<file path="src/hdl/pbri_pkg.sv">
// Shared types and constants of the prime-base radical inverse block.
// Holds the prime table, the sequencer states and the divider command.
// Has no dependencies; the sequencer and the divider import it.
`timescale 1ns / 1ps

package pbri_pkg;

    localparam int WORD_W    = 64;   // width of a sample index
    localparam int DIGIT_W   = 9;    // wide enough for any digit of the largest prime
    localparam int STEP_BITS = 8;    // quotient bits per run cycle of the shared divider
    localparam int CYC_W     = 3;    // holds the longest run of divider cycles, less one
    localparam int CNT_W     = 7;    // holds a digit count of 0 to 64
    localparam int ADDR_W    = 6;    // addresses one of 64 stored digits
    localparam int ROM_SIZE  = 64;
    localparam int INDEX_W   = 6;
    localparam int DIGIT_CYC = WORD_W / STEP_BITS;

    localparam logic [DIGIT_W-1:0] PRIME_ROM [0:ROM_SIZE-1] = '{
        9'd2,   9'd3,   9'd5,   9'd7,   9'd11,  9'd13,  9'd17,  9'd19,
        9'd23,  9'd29,  9'd31,  9'd37,  9'd41,  9'd43,  9'd47,  9'd53,
        9'd59,  9'd61,  9'd67,  9'd71,  9'd73,  9'd79,  9'd83,  9'd89,
        9'd97,  9'd101, 9'd103, 9'd107, 9'd109, 9'd113, 9'd127, 9'd131,
        9'd137, 9'd139, 9'd149, 9'd151, 9'd157, 9'd163, 9'd167, 9'd173,
        9'd179, 9'd181, 9'd191, 9'd193, 9'd197, 9'd199, 9'd211, 9'd223,
        9'd227, 9'd229, 9'd233, 9'd239, 9'd241, 9'd251, 9'd257, 9'd263,
        9'd269, 9'd271, 9'd277, 9'd281, 9'd283, 9'd293, 9'd307, 9'd311
    };

    typedef enum logic [2:0] {
        S_IDLE,
        S_EXTRACT,
        S_DIGIT,
        S_READ,
        S_LOAD,
        S_FOLD,
        S_NEXT,
        S_DONE
    } t_state;

    typedef struct packed {
        logic load;
        logic run;
    } t_div_cmd;

endpackage

</file>
<file path="src/hdl/prime_base_radical_inverse.sv">
// Prime-base radical inverse: sequencer, digit store and result register.
// Depends on pbri_pkg, pbri_div and pbri_ram.
//
// Use: an input beat carries a prime-table index and a 64-bit sample index;
// the output beat carries floor(2^FRACTION_BITS * reversed / b^k), the base-b
// digits of the sample mirrored about the radix point. A zero sample gives 0.
// Both channels use valid and stall; a beat moves when valid is high and
// stall is low. o_stall is high from the accepting edge until the sequencer
// returns to idle, so one item is in work at a time.
// Steps: the shared divider peels each base-b digit off the sample, and the
// digit is stored; later the same divider folds the digits back in, the most
// significant first, each after the digit store's registered read.
// The finished result sits in an output register; a new beat is taken while
// it waits, and the sequencer only holds in its final state if that register
// is still full and stalled when the next result is ready. Reset empties the
// output register and returns the sequencer to idle.
`timescale 1ns / 1ps

module prime_base_radical_inverse #(
    parameter int PRIME_COUNT   = 64,
    parameter int FRACTION_BITS = 24
) (
    input  logic                              i_clk,
    input  logic                              i_rst_n,
    input  logic                              i_valid,
    output logic                              o_stall,
    input  logic [pbri_pkg::INDEX_W-1:0]      i_base_index,
    input  logic [pbri_pkg::WORD_W-1:0]       i_sample_index,
    output logic                              o_valid,
    input  logic                              i_stall,
    output logic [FRACTION_BITS-1:0]          o_fraction
);

    import pbri_pkg::*;

    localparam int FOLD_BITS  = DIGIT_W + FRACTION_BITS;
    localparam int FOLD_CYC   = (FOLD_BITS + STEP_BITS - 1) / STEP_BITS;
    localparam int FOLD_SHIFT = WORD_W - FOLD_CYC * STEP_BITS;
    localparam logic [FRACTION_BITS-1:0] FRAC_MAX = '1;

    t_state                  r_state, n_state;
    logic [CYC_W-1:0]        r_cyc, n_cyc;
    logic [CNT_W-1:0]        r_cnt, n_cnt;
    logic [CNT_W-1:0]        cnt_dec;
    logic [DIGIT_W-1:0]      r_base, n_base;
    logic [FRACTION_BITS-1:0] r_acc, n_acc;
    logic                    r_out_valid, n_out_valid;
    logic [FRACTION_BITS-1:0] r_fraction, n_fraction;

    logic [INDEX_W-1:0]      idx_sel;
    t_div_cmd                div_cmd;
    logic [WORD_W-1:0]       div_load_word;
    logic [WORD_W-1:0]       div_word;
    logic [DIGIT_W-1:0]      div_rem;
    logic                    ram_we;
    logic [DIGIT_W-1:0]      ram_rdata;
    logic                    out_free;
    logic [FRACTION_BITS-1:0] quot;

    assign cnt_dec  = r_cnt - CNT_W'(1);
    assign out_free = !r_out_valid || !i_stall;
    assign idx_sel  = (int'(i_base_index) >= PRIME_COUNT) ?
                      INDEX_W'(PRIME_COUNT - 1) : i_base_index;

    // The fold quotient is always below 2^FRACTION_BITS; the clamp is the
    // usual one-minus-epsilon guard.
    assign quot = (|div_word[WORD_W-1:FRACTION_BITS]) ? FRAC_MAX :
                  div_word[FRACTION_BITS-1:0];

    pbri_div u_div (
        .i_clk       (i_clk),
        .i_cmd       (div_cmd),
        .i_load_word (div_load_word),
        .i_base      (r_base),
        .o_word      (div_word),
        .o_rem       (div_rem)
    );

    pbri_ram #(
        .WIDTH (DIGIT_W),
        .DEPTH (ROM_SIZE)
    ) u_digits (
        .i_clk   (i_clk),
        .i_we    (ram_we),
        .i_waddr (r_cnt[ADDR_W-1:0]),
        .i_wdata (div_rem),
        .i_raddr (cnt_dec[ADDR_W-1:0]),
        .o_rdata (ram_rdata)
    );

    // Next state.
    always_comb begin
        n_state = r_state;
        case (r_state)
            S_IDLE: begin
                if (i_valid) begin
                    n_state = (i_sample_index == '0) ? S_DONE : S_EXTRACT;
                end
            end
            S_EXTRACT: begin
                if (r_cyc == CYC_W'(DIGIT_CYC - 1)) begin
                    n_state = S_DIGIT;
                end
            end
            S_DIGIT: begin
                if (div_word == '0 || r_cnt == CNT_W'(WORD_W - 1)) begin
                    n_state = S_READ;
                end else begin
                    n_state = S_EXTRACT;
                end
            end
            S_READ: begin
                n_state = S_LOAD;
            end
            S_LOAD: begin
                n_state = S_FOLD;
            end
            S_FOLD: begin
                if (r_cyc == CYC_W'(FOLD_CYC - 1)) begin
                    n_state = S_NEXT;
                end
            end
            S_NEXT: begin
                n_state = (r_cnt == '0) ? S_DONE : S_LOAD;
            end
            S_DONE: begin
                if (out_free) begin
                    n_state = S_IDLE;
                end
            end
            default: begin
                n_state = S_IDLE;
            end
        endcase
    end

    // Outputs of the sequencer and next values of the datapath registers.
    always_comb begin
        div_cmd       = '0;
        div_load_word = i_sample_index;
        ram_we        = 1'b0;
        n_cyc         = '0;
        n_cnt         = r_cnt;
        n_base        = r_base;
        n_acc         = r_acc;
        n_out_valid   = r_out_valid && i_stall;
        n_fraction    = r_fraction;
        case (r_state)
            S_IDLE: begin
                if (i_valid) begin
                    div_cmd.load = 1'b1;
                    n_cnt        = '0;
                    n_acc        = '0;
                    n_base       = PRIME_ROM[idx_sel];
                end
            end
            S_EXTRACT: begin
                div_cmd.run = 1'b1;
                n_cyc       = r_cyc + CYC_W'(1);
            end
            S_DIGIT: begin
                // Store the digit and restart on the quotient with a clear
                // remainder.
                ram_we        = 1'b1;
                div_cmd.load  = 1'b1;
                div_load_word = div_word;
                n_cnt         = r_cnt + CNT_W'(1);
            end
            S_LOAD: begin
                // Dividend is digit * 2^F + acc, left-aligned in the divider.
                div_cmd.load  = 1'b1;
                div_load_word = WORD_W'({ram_rdata, r_acc}) << FOLD_SHIFT;
                n_cnt         = cnt_dec;
            end
            S_FOLD: begin
                div_cmd.run = 1'b1;
                n_cyc       = r_cyc + CYC_W'(1);
            end
            S_NEXT: begin
                n_acc = quot;
            end
            S_DONE: begin
                if (out_free) begin
                    n_out_valid = 1'b1;
                    n_fraction  = r_acc;
                end
            end
            default: begin
                div_cmd = '0;
            end
        endcase
    end

    always_ff @(posedge i_clk) begin
        if (!i_rst_n) begin
            r_state     <= S_IDLE;
            r_cyc       <= '0;
            r_cnt       <= '0;
            r_out_valid <= 1'b0;
        end else begin
            r_state     <= n_state;
            r_cyc       <= n_cyc;
            r_cnt       <= n_cnt;
            r_out_valid <= n_out_valid;
        end
    end

    always_ff @(posedge i_clk) begin
        r_base     <= n_base;
        r_acc      <= n_acc;
        r_fraction <= n_fraction;
    end

    assign o_stall    = (r_state != S_IDLE);
    assign o_valid    = r_out_valid;
    assign o_fraction = r_fraction;

    a_accept_leaves_idle: assert property (@(posedge i_clk) disable iff (!i_rst_n)
        (i_valid && !o_stall) |=> (r_state != S_IDLE))
        else $error("sequencer stayed idle after taking a beat");

    a_count_in_range: assert property (@(posedge i_clk) disable iff (!i_rst_n)
        r_cnt <= CNT_W'(WORD_W))
        else $error("digit count beyond 64");

    a_rem_below_base: assert property (@(posedge i_clk) disable iff (!i_rst_n)
        (r_state == S_EXTRACT || r_state == S_FOLD) |-> (div_rem < r_base))
        else $error("divider remainder not below the base");

    a_fold_fits: assert property (@(posedge i_clk) disable iff (!i_rst_n)
        (r_state == S_NEXT) |-> (div_word[WORD_W-1:FRACTION_BITS] == '0))
        else $error("fold quotient overflowed the fraction");

endmodule

</file>
<file path="src/hdl/pbri_ram.sv">
// Generic single-write, single-read RAM with a registered read port.
// No dependencies.
`timescale 1ns / 1ps

module pbri_ram #(
    parameter int WIDTH = 9,
    parameter int DEPTH = 64
) (
    input  logic                     i_clk,
    input  logic                     i_we,
    input  logic [$clog2(DEPTH)-1:0] i_waddr,
    input  logic [WIDTH-1:0]         i_wdata,
    input  logic [$clog2(DEPTH)-1:0] i_raddr,
    output logic [WIDTH-1:0]         o_rdata
);

    logic [WIDTH-1:0] r_mem [0:DEPTH-1];
    logic [WIDTH-1:0] r_rdata;

    always_ff @(posedge i_clk) begin
        if (i_we) begin
            r_mem[i_waddr] <= i_wdata;
        end
        r_rdata <= r_mem[i_raddr];
    end

    assign o_rdata = r_rdata;

endmodule

</file>
<file path="src/hdl/pbri_div.sv">
// Shared restoring divider: while run is set, a 64-bit dividend shifts out at
// the top and eight quotient bits a cycle shift in at the bottom.
// The divisor is a prime. Depends on pbri_pkg.
`timescale 1ns / 1ps

module pbri_div (
    input  logic                            i_clk,
    input  pbri_pkg::t_div_cmd              i_cmd,
    input  logic [pbri_pkg::WORD_W-1:0]     i_load_word,
    input  logic [pbri_pkg::DIGIT_W-1:0]    i_base,
    output logic [pbri_pkg::WORD_W-1:0]     o_word,
    output logic [pbri_pkg::DIGIT_W-1:0]    o_rem
);

    import pbri_pkg::*;

    logic [WORD_W-1:0]    r_word;
    logic [DIGIT_W-1:0]   r_rem;
    logic [WORD_W-1:0]    n_word;
    logic [DIGIT_W-1:0]   n_rem;
    logic [DIGIT_W:0]     trial;
    logic [DIGIT_W-1:0]   rem;
    logic [STEP_BITS-1:0] qbits;

    // The remainder stays below the divisor, so each trial fits in ten bits.
    always_comb begin
        rem   = r_rem;
        trial = '0;
        qbits = '0;
        for (int i = 0; i < STEP_BITS; i++) begin
            trial = {rem, r_word[WORD_W-1-i]};
            if (trial >= {1'b0, i_base}) begin
                qbits[STEP_BITS-1-i] = 1'b1;
                rem = DIGIT_W'(trial - {1'b0, i_base});
            end else begin
                qbits[STEP_BITS-1-i] = 1'b0;
                rem = trial[DIGIT_W-1:0];
            end
        end
        n_rem  = rem;
        n_word = {r_word[WORD_W-STEP_BITS-1:0], qbits};
    end

    always_ff @(posedge i_clk) begin
        if (i_cmd.load) begin
            r_word <= i_load_word;
            r_rem  <= '0;
        end else if (i_cmd.run) begin
            r_word <= n_word;
            r_rem  <= n_rem;
        end
    end

    assign o_word = r_word;
    assign o_rem  = r_rem;

endmodule
</file>
<file path="config.mk">
export PLATFORM = sky130hd
export DESIGN_NAME = prime_base_radical_inverse
export DESIGN_NICKNAME = d
export VERILOG_FILES = /design/src/hdl/pbri_pkg.sv /design/src/hdl/prime_base_radical_inverse.sv /design/src/hdl/pbri_ram.sv /design/src/hdl/pbri_div.sv
export SDC_FILE = /design/constraint.sdc
export NUM_CORES = 1
export LEC_CHECK = 0
export BUFFER_PORTS_ARGS = -buffer_cell sky130_fd_sc_hd__buf_2
export CORE_AREA = 2 2 293 295
export DETAILED_ROUTE_END_ITERATION = 10
export DIE_AREA = 0 0 295 297
export HOLD_SLACK_MARGIN = 0.1
export PLACE_DENSITY_LB_ADDON = 0.2
export SLEW_MARGIN = 20
export SYNTH_ARGS = -nofsm -noshare
export SYNTH_HDL_FRONTEND = slang
export SYNTH_HIERARCHICAL = 1
export SYNTH_SLANG_ARGS = --single-unit
</file>
<file path="constraint.sdc">
create_clock -name i_clk -period 50.6 [get_ports i_clk]
set_input_delay 10.12 -clock i_clk [delete_from_list [all_inputs] [get_ports i_clk]]
set_output_delay 10.12 -clock i_clk [all_outputs]
set_load 0.005 [all_outputs]
</file>
**Yosys cells after proc, flatten, opt, wreduce, memory -nomap -nowiden**

Memory sizes are Yosys's and may differ from the RTL's. A register that Yosys moved wholly into a read port is not among the register bits.
Cells that the tools add are included.

- Add/subtract/negate cells: 11
- Order comparisons: 8
- Muxes and demuxes: 40
- Bitwise operators: 1
- Eq/ne operators: 15
- Reductions and logical operators: 23

Operators with widths:

| operator | number |
|---|---|
| logical NOT 64 bit | 2 |
| 2-to-1 mux 64 bit | 2 |
| one-hot mux 64 bit (2 select lines) | 1 |
| greater-or-equal comparator 10 x 9 -> 1 bit | 8 |
| 2-to-1 mux 9 bit | 8 |
| subtractor 9 bit | 8 |
| 2-to-1 mux 24 bit | 2 |
| one-hot mux 24 bit (2 select lines) | 1 |
| OR reduction 40 bit | 1 |
| one-hot mux 3 bit (8 select lines) | 1 |
| one-hot mux 7 bit (3 select lines) | 1 |
| equality test 3 bit, second input constant | 6 |
| 2-to-1 mux 1 bit | 15 |
| 2-to-1 mux 3 bit | 5 |
| AND reduction 2 bit | 6 |
| != test 2 bit, second input constant | 5 |
| adder 7 x 1 -> 7 bit, second input constant | 1 |
| equality test 7 x 6 -> 1 bit, second input constant | 1 |
| logical NOT 7 bit | 1 |
| 2-to-1 mux 7 bit | 1 |
| inverter 6 -> 7 bit | 1 |
| subtractor 7 x 1 -> 7 bit, second input constant | 1 |
| equality test 3 x 2 -> 1 bit, second input constant | 2 |
| nonzero test 3 bit | 2 |
| 11 further kinds | 16 |

- Memories kept: 2
- Logic and storage cells: 108
- Bits in writable memories: 576
- Output and inout bits: 26
- Flip-flop bits (word level): 135
- ROM bits: 576

Memories:

| memory | words | width | read ports | clocked after Yosys merged registers in | write ports | RTL line | text |
|---|---|---|---|---|---|---|---|
| (name not given) | 64 | 9 | 1 | 1 | 0 | prime_base_radical_inverse.sv:154 | `n_base = PRIME_ROM[idx_sel];` |
| u_digits.r_mem | 64 | 9 | 1 | 1 | 1 | pbri_ram.sv:17 | `logic [WIDTH-1:0] r_mem [0:DEPTH-1];` |

**Depth between registers and ports, before layout**

- Word-level depth: 18
- Depth in mapped cells: 87
- Gate-level depth less buffers: 80

**Hierarchy**

Netlist, hierarchy kept.

Modules (own cells, without submodules):

| module | area an instance (um2) | cells an instance | sequential area each (um2) | instances |
|---|---|---|---|---|
| pbri_ram | 22,594.2 | 1,020 | 17,476.8 | 1 |
| pbri_div | 7,088.0 | 727 | 2,102.0 | 1 |
| prime_base_radical_inverse | 4,620.7 | 515 | 1,991.9 | 1 |

**Worst setup path before layout**

No wires, ideal clock.

- Kind: register to register
- Start point: register u_div.r_rem[5] (netlist: u_div/o_rem[5])
- End point: register u_div.r_word[0] (netlist: u_div/o_word[0]) (data pin)
- Arrival time: 16,492 ps
- Library setup time: 260 ps
- Clock period less this slack: 16,751 ps
- Buffers on the path: 6
- Stages on the path, launching flop included: 80
- Data required time: 50,340 ps
- Slack: 33,849 ps
- Cells stage by stage: dfxtp_1 ha_1 o21a_1 or2_1 a31oi_2 o31ai_1 ha_1 clkbuf_1 nand4_1 a211oi_1 o31ai_1 o211ai_2 buf_6 clkbuf_1 o21ai_0 fa_1 nand2b_1 a21oi_1 (+44 left out) o21ai_0 a31oi_1 and2_1 nor3_1 a21o_1 fa_1 a21o_1 a21oi_1 nor2_1 nor2_1 nand2_1 o21ai_0 nand2b_1 nor2_1 and3_1 buf_2 nor2_1 mux2_2

- Word-level cells in the longest chain between the ends: 18
- Elaborated cells on any way between the ends: 25

RTL lines:

| element | RTL line | text |
|---|---|---|
| start, declared | pbri_div.sv:18 | `logic [DIGIT_W-1:0] r_rem;` |
| start signal, assigned | pbri_div.sv:50 | `r_rem <= n_rem;` |
| subtractor 9 bit or greater-or-equal comparator 10 x 9 -> 1 bit (tied branches) | pbri_div.sv:34, pbri_div.sv:32 |  |
| 2-to-1 mux 9 bit * | pbri_div.sv:32 | `if (trial >= {1'b0, i_base}) begin` |
| greater-or-equal comparator 10 x 9 -> 1 bit or subtractor 9 bit (tied branches) | pbri_div.sv:32, pbri_div.sv:34 |  |
| 2-to-1 mux 9 bit * | pbri_div.sv:32 |  |
| subtractor 9 bit or greater-or-equal comparator 10 x 9 -> 1 bit (tied branches) | pbri_div.sv:34, pbri_div.sv:32 |  |
| 2-to-1 mux 9 bit * | pbri_div.sv:32 |  |
| subtractor 9 bit or greater-or-equal comparator 10 x 9 -> 1 bit (tied branches) | pbri_div.sv:34, pbri_div.sv:32 |  |
| 2-to-1 mux 9 bit * | pbri_div.sv:32 |  |
| (+2 left out) | -- |  |
| subtractor 9 bit or greater-or-equal comparator 10 x 9 -> 1 bit (tied branches) | pbri_div.sv:34, pbri_div.sv:32 |  |
| 2-to-1 mux 9 bit * | pbri_div.sv:32 |  |
| subtractor 9 bit or greater-or-equal comparator 10 x 9 -> 1 bit (tied branches) | pbri_div.sv:34, pbri_div.sv:32 |  |
| 2-to-1 mux 9 bit * | pbri_div.sv:32 |  |
| greater-or-equal comparator 10 x 9 -> 1 bit * | pbri_div.sv:32 |  |
| 2-to-1 mux 1 bit * | pbri_div.sv:32 |  |
| 2-to-1 mux 64 bit * | pbri_div.sv:48 | `end else if (i_cmd.run) begin` |
| 2-to-1 mux 64 bit * | pbri_div.sv:45 | `if (i_cmd.load) begin` |
| end signal, assigned | pbri_div.sv:46 | `r_word <= i_load_word;` |
| end signal, assigned | pbri_div.sv:49 | `r_word <= n_word;` |
| end, declared | pbri_div.sv:17 | `logic [WORD_W-1:0] r_word;` |

Every way passes the cells marked *; elsewhere a longest branch is shown, timed or not. The select of a mux whose other input is x is not followed.
A chain may end at the register's enable or synchronous reset.

**Final worst setup path**

- Start point: register r_base[1]
- End point: register u_div.r_word[0] (netlist: u_div/o_word[0]) (data pin)

- Word-level cells in the longest chain between the ends: 18
- Elaborated cells on any way between the ends: 25

RTL lines:

| element | RTL line | text |
|---|---|---|
| start, declared | prime_base_radical_inverse.sv:45 | `logic [DIGIT_W-1:0] r_base, n_base;` |
| subtractor 9 bit or greater-or-equal comparator 10 x 9 -> 1 bit (tied branches) | pbri_div.sv:34, pbri_div.sv:32 |  |
| 2-to-1 mux 9 bit | pbri_div.sv:32 |  |
| subtractor 9 bit or greater-or-equal comparator 10 x 9 -> 1 bit (tied branches) | pbri_div.sv:34, pbri_div.sv:32 |  |
| 2-to-1 mux 9 bit | pbri_div.sv:32 |  |
| subtractor 9 bit or greater-or-equal comparator 10 x 9 -> 1 bit (tied branches) | pbri_div.sv:34, pbri_div.sv:32 |  |
| 2-to-1 mux 9 bit | pbri_div.sv:32 |  |
| subtractor 9 bit or greater-or-equal comparator 10 x 9 -> 1 bit (tied branches) | pbri_div.sv:34, pbri_div.sv:32 |  |
| 2-to-1 mux 9 bit | pbri_div.sv:32 |  |
| (+2 left out) | -- |  |
| subtractor 9 bit or greater-or-equal comparator 10 x 9 -> 1 bit (tied branches) | pbri_div.sv:34, pbri_div.sv:32 |  |
| 2-to-1 mux 9 bit | pbri_div.sv:32 |  |
| subtractor 9 bit or greater-or-equal comparator 10 x 9 -> 1 bit (tied branches) | pbri_div.sv:34, pbri_div.sv:32 |  |
| 2-to-1 mux 9 bit | pbri_div.sv:32 |  |
| greater-or-equal comparator 10 x 9 -> 1 bit * | pbri_div.sv:32 |  |
| 2-to-1 mux 1 bit * | pbri_div.sv:32 |  |
| 2-to-1 mux 64 bit * | pbri_div.sv:48 |  |
| 2-to-1 mux 64 bit * | pbri_div.sv:45 |  |

Marked as above.

==> flow_metrics.py <==
metrics = {
    "outcome": {
        "status": "finished clean",
    },
    "routing": {
        "wire_per_inst_microns": 25.4,
        "drtIter0Drc": 1740,
        "drc": 0,
        "vias_per_cell": 5.84,
        "drtAntennaViolNets": 0,
        "wl_mm": 90.6,
        "vias": 20800,
        "drtPass1Iterations": 7,
    },
    "final_layout": {
        "syn_to_final_growth_pct": 12.2,
        "fin_nets": 2536,
        "utilization_pct": 45.6,
        "drive_above_1_share_pct": 21.1,
    },
    "sta": {
        "period_minus_slack_ps": 19360,
        "relSlewSlack_pct": 23.6,
        "hold_viol": 0,
        "period_share_pct": 38.3,
        "setup_viol_count_final": 0,
        "tightest_slew_ps": 1140,
        "slew_violations": 0,
        "rsz0062_at_grt": "false",
        "fmax_ghz": 0.0516,
        "fin_skew_ps": 68.3,
        "tns_ps": 0,
        "setup_ws_ps": 31240,
    },
    "setup_path": {
        "critPathKind": "reg2reg",
        "critPathMaxStageDelay_ps": 620,
        "slowest_stage": "fa_1",
        "cp_common_cell": "a21oi_1",
        "reg2regPathDepth": 77,
        "crit_path_end_kind": "flip-flop",
        "critPathLaunchType": "flip-flop",
        "rrSetupSlack_ps": 31240,
        "rr_startpoint": "r_base[1]$_DFFE_PP_",
        "cp.arrival_ps": 19750,
        "cp_max_fo": 21,
        "cp-startpoint": "r_base[1]$_DFFE_PP_",
        "crit_required_ps": 50990,
        "regToRegEndpoint": "u_div/o_word[0]$_DFFE_PP_",
    },
    "cts": {
        "cts_buffers": 80,
        "cts_htree_levels": 3,
        "cts_setup_buffers": 0,
        "cts_tree": "built",
        "clkSinkCount": 729,
        "postCtsHoldBufs": 0,
        "cts_buffer_depth": 3,
        "clkLatencyLatePin_ps": 650,
        "ctsResizeCount": 0,
        "clk_pin_slew_ps": 60,
        "cts_root_buffer": "clkbuf_16",
    },
    "yosys": {
        "synth-async-reset-ratio_pct": 0,
        "synth_area_leader_cell": "edfxtp_1",
        "ys_top_cells_by_count": "697 x edfxtp_1, 164 x nand2_1, 145 x mux4_2",
        "synth.distinct_cells": 85,
        "yosysWarnings": 6,
        "ys_top_cells_by_area": "edfxtp_1 61%, mux4_2 9.5%, ha_1 3.2%, mux2_2 2.8%, dfxtp_1 1.9%",
        "synth_area_per_cell_sq_um": 15.2,
        "netlist_instances": 2262,
        "synthesis.nets": 2433,
        "ys_seq_elements": 729,
        "ys.flop_type": "edfxtp_1",
        "yosysTopAreaCellShare_pct": 61.0,
        "yosysSeqAreaShare_pct": 62.9,
        "yosysMostFrequentCell": "edfxtp_1",
        "syn_area_sq_um": 34300,
        "synth_edf_count": 697,
    },
    "flow_run": {
        "maxCapViolations": 0,
    },
    "global_routing": {
        "overflow": 0,
        "grt_pass1_wl_mm": 133,
        "globalRouteMet3Util_pct": 2.95,
        "grt_pass1_vias": 20700,
        "grt_max_degree": 74,
        "grt_busiest_layer": "met2",
        "gr-usage-all-layers_pct": 20.4,
        "use_met2_pct": 33.4,
        "antenna_found_initial": 0,
        "use_met1_pct": 28.2,
    },
    "min_path": {
        "hold_class": "reg2reg",
        "hold_path_depth": 0,
        "hold_start": "r_acc[5]$_SDFFCE_PP0P_",
        "hold_path_end": "o_fraction[5]$_DFFE_PP_",
    },
    "placement": {
        "io_buffers": 99,
        "pre_cts_slack_ps": 31340,
        "place_congestion": 0.876,
        "hpwl_mm": 58.3,
    },
    "floorplanning": {
        "die_w_microns": 295,
        "dieArea_sq_um": 87600,
        "ios": 100,
        "initial_core_util_pct": 40.6,
        "fp.dieH_microns": 297,
        "core_sq_um": 84500,
        "placementRows": 107,
    },
}
==> stage by stage <==
step	instances	hold slack, ps	area [sq um]
after floorplan	2262	427	34300
after global placement	3427	440	36000
after detailed placement	3427	437	36000
after CTS	3566	451	38500
after global routing	3566	461	38500
final	3567	451	38500
==> logic make-up (layout without fill, tap and decap cells) <==
family / count (synthesis) / count (layout) / share of synthesized area, %
xor gates and xnor gates: 54 / 54 / 1.38
muxes: 275 / 275 / 14.0
adders and majority gates: 97 / 97 / 3.71
DFF: 729 / 729 / 62.9
buffers and inverters: 175 / 335 / 2.32
and+or+nand+nor: 519 / 519 / 7.17
AOI/OAI and AO/OA: 413 / 413 / 8.53
other: 0 / 1 / 0
==> how the worst max path moves through the flow <==
stage,endpoint,cells after the start
2_1_floorplan,u_div/o_word[0]$_DFFE_PP_,79
3_3_place_gp,u_div/o_word[0]$_DFFE_PP_,76
3_5_place_dp,u_div/o_word[0]$_DFFE_PP_,76
4_1_cts,u_div/o_word[0]$_DFFE_PP_,76
5_1_grt,u_div/o_word[0]$_DFFE_PP_,77
6_report,u_div/o_word[0]$_DFFE_PP_,77
==> flip-flops by register name (all words and copies together), names as in the netlist <==
signal            flops
u_div/o_rem           9
r_base                9
r_cyc                 3
u_digits/o_rdata      9
r_acc                24
u_digits/r_mem      576
o_fraction           24
o_valid               1
r_state               3
r_cnt                 7
u_div/o_word         64
==> final cells by class <==
class / count / area, sq um
fillers: 7380 / 46000
flip-flops and latches: 729 / 21600
multi-input cells: 1358 / 12000
clock buffers: 93 / 2050
well taps: 1144 / 1430
repair buffers: 130 / 732
clock inverters: 46 / 437
inverters: 66 / 258
diodes: 1 / 2.50
==> routing by layer <==
layer	up-vias	wire length (microns)
met4	0	2280
met3	140	5600
li1	9236	-
met1	10700	39100
met2	739	43600
met5	-	0
==> cells in the final DEF (no fill, tap or decap), drive strengths merged, types with 10 or more instances in the layout <==
cell type	count
edfxtp	697
nand2	165
mux4	153
nor2	133
buf	130
clkbuf	93
ha	89
mux2	84
a21oi	81
inv	67
o21ai	55
a22oi	51
nor4	41
clkinv	40
mux2i	38
xnor2	37
nand3	36
o21a	36
dfxtp	32
a22o	31
nand4	27
a21o	24
nor3	24
nor2b	23
nand2b	19
a211oi	19
xor2	17
o21bai	13
and3	11
o22ai	11
o211ai	11
a31oi	11
and2	10
==> critical path, delay by kind of cell (launching register included) <==
family                   cells  cell delay, ps
AO/OA/AOI/OAI               37            8480
AND/OR/NAND/NOR             23            4240
adder cells (fa/ha/maj)      8            3640
multiplexers                 5            1390
buffers and inverters        4             870
flip-flops                   1             490
Power is left out: the tool's default activity adds up to more than one toggle a clock period on the data nets, which glitch-free logic cannot reach.
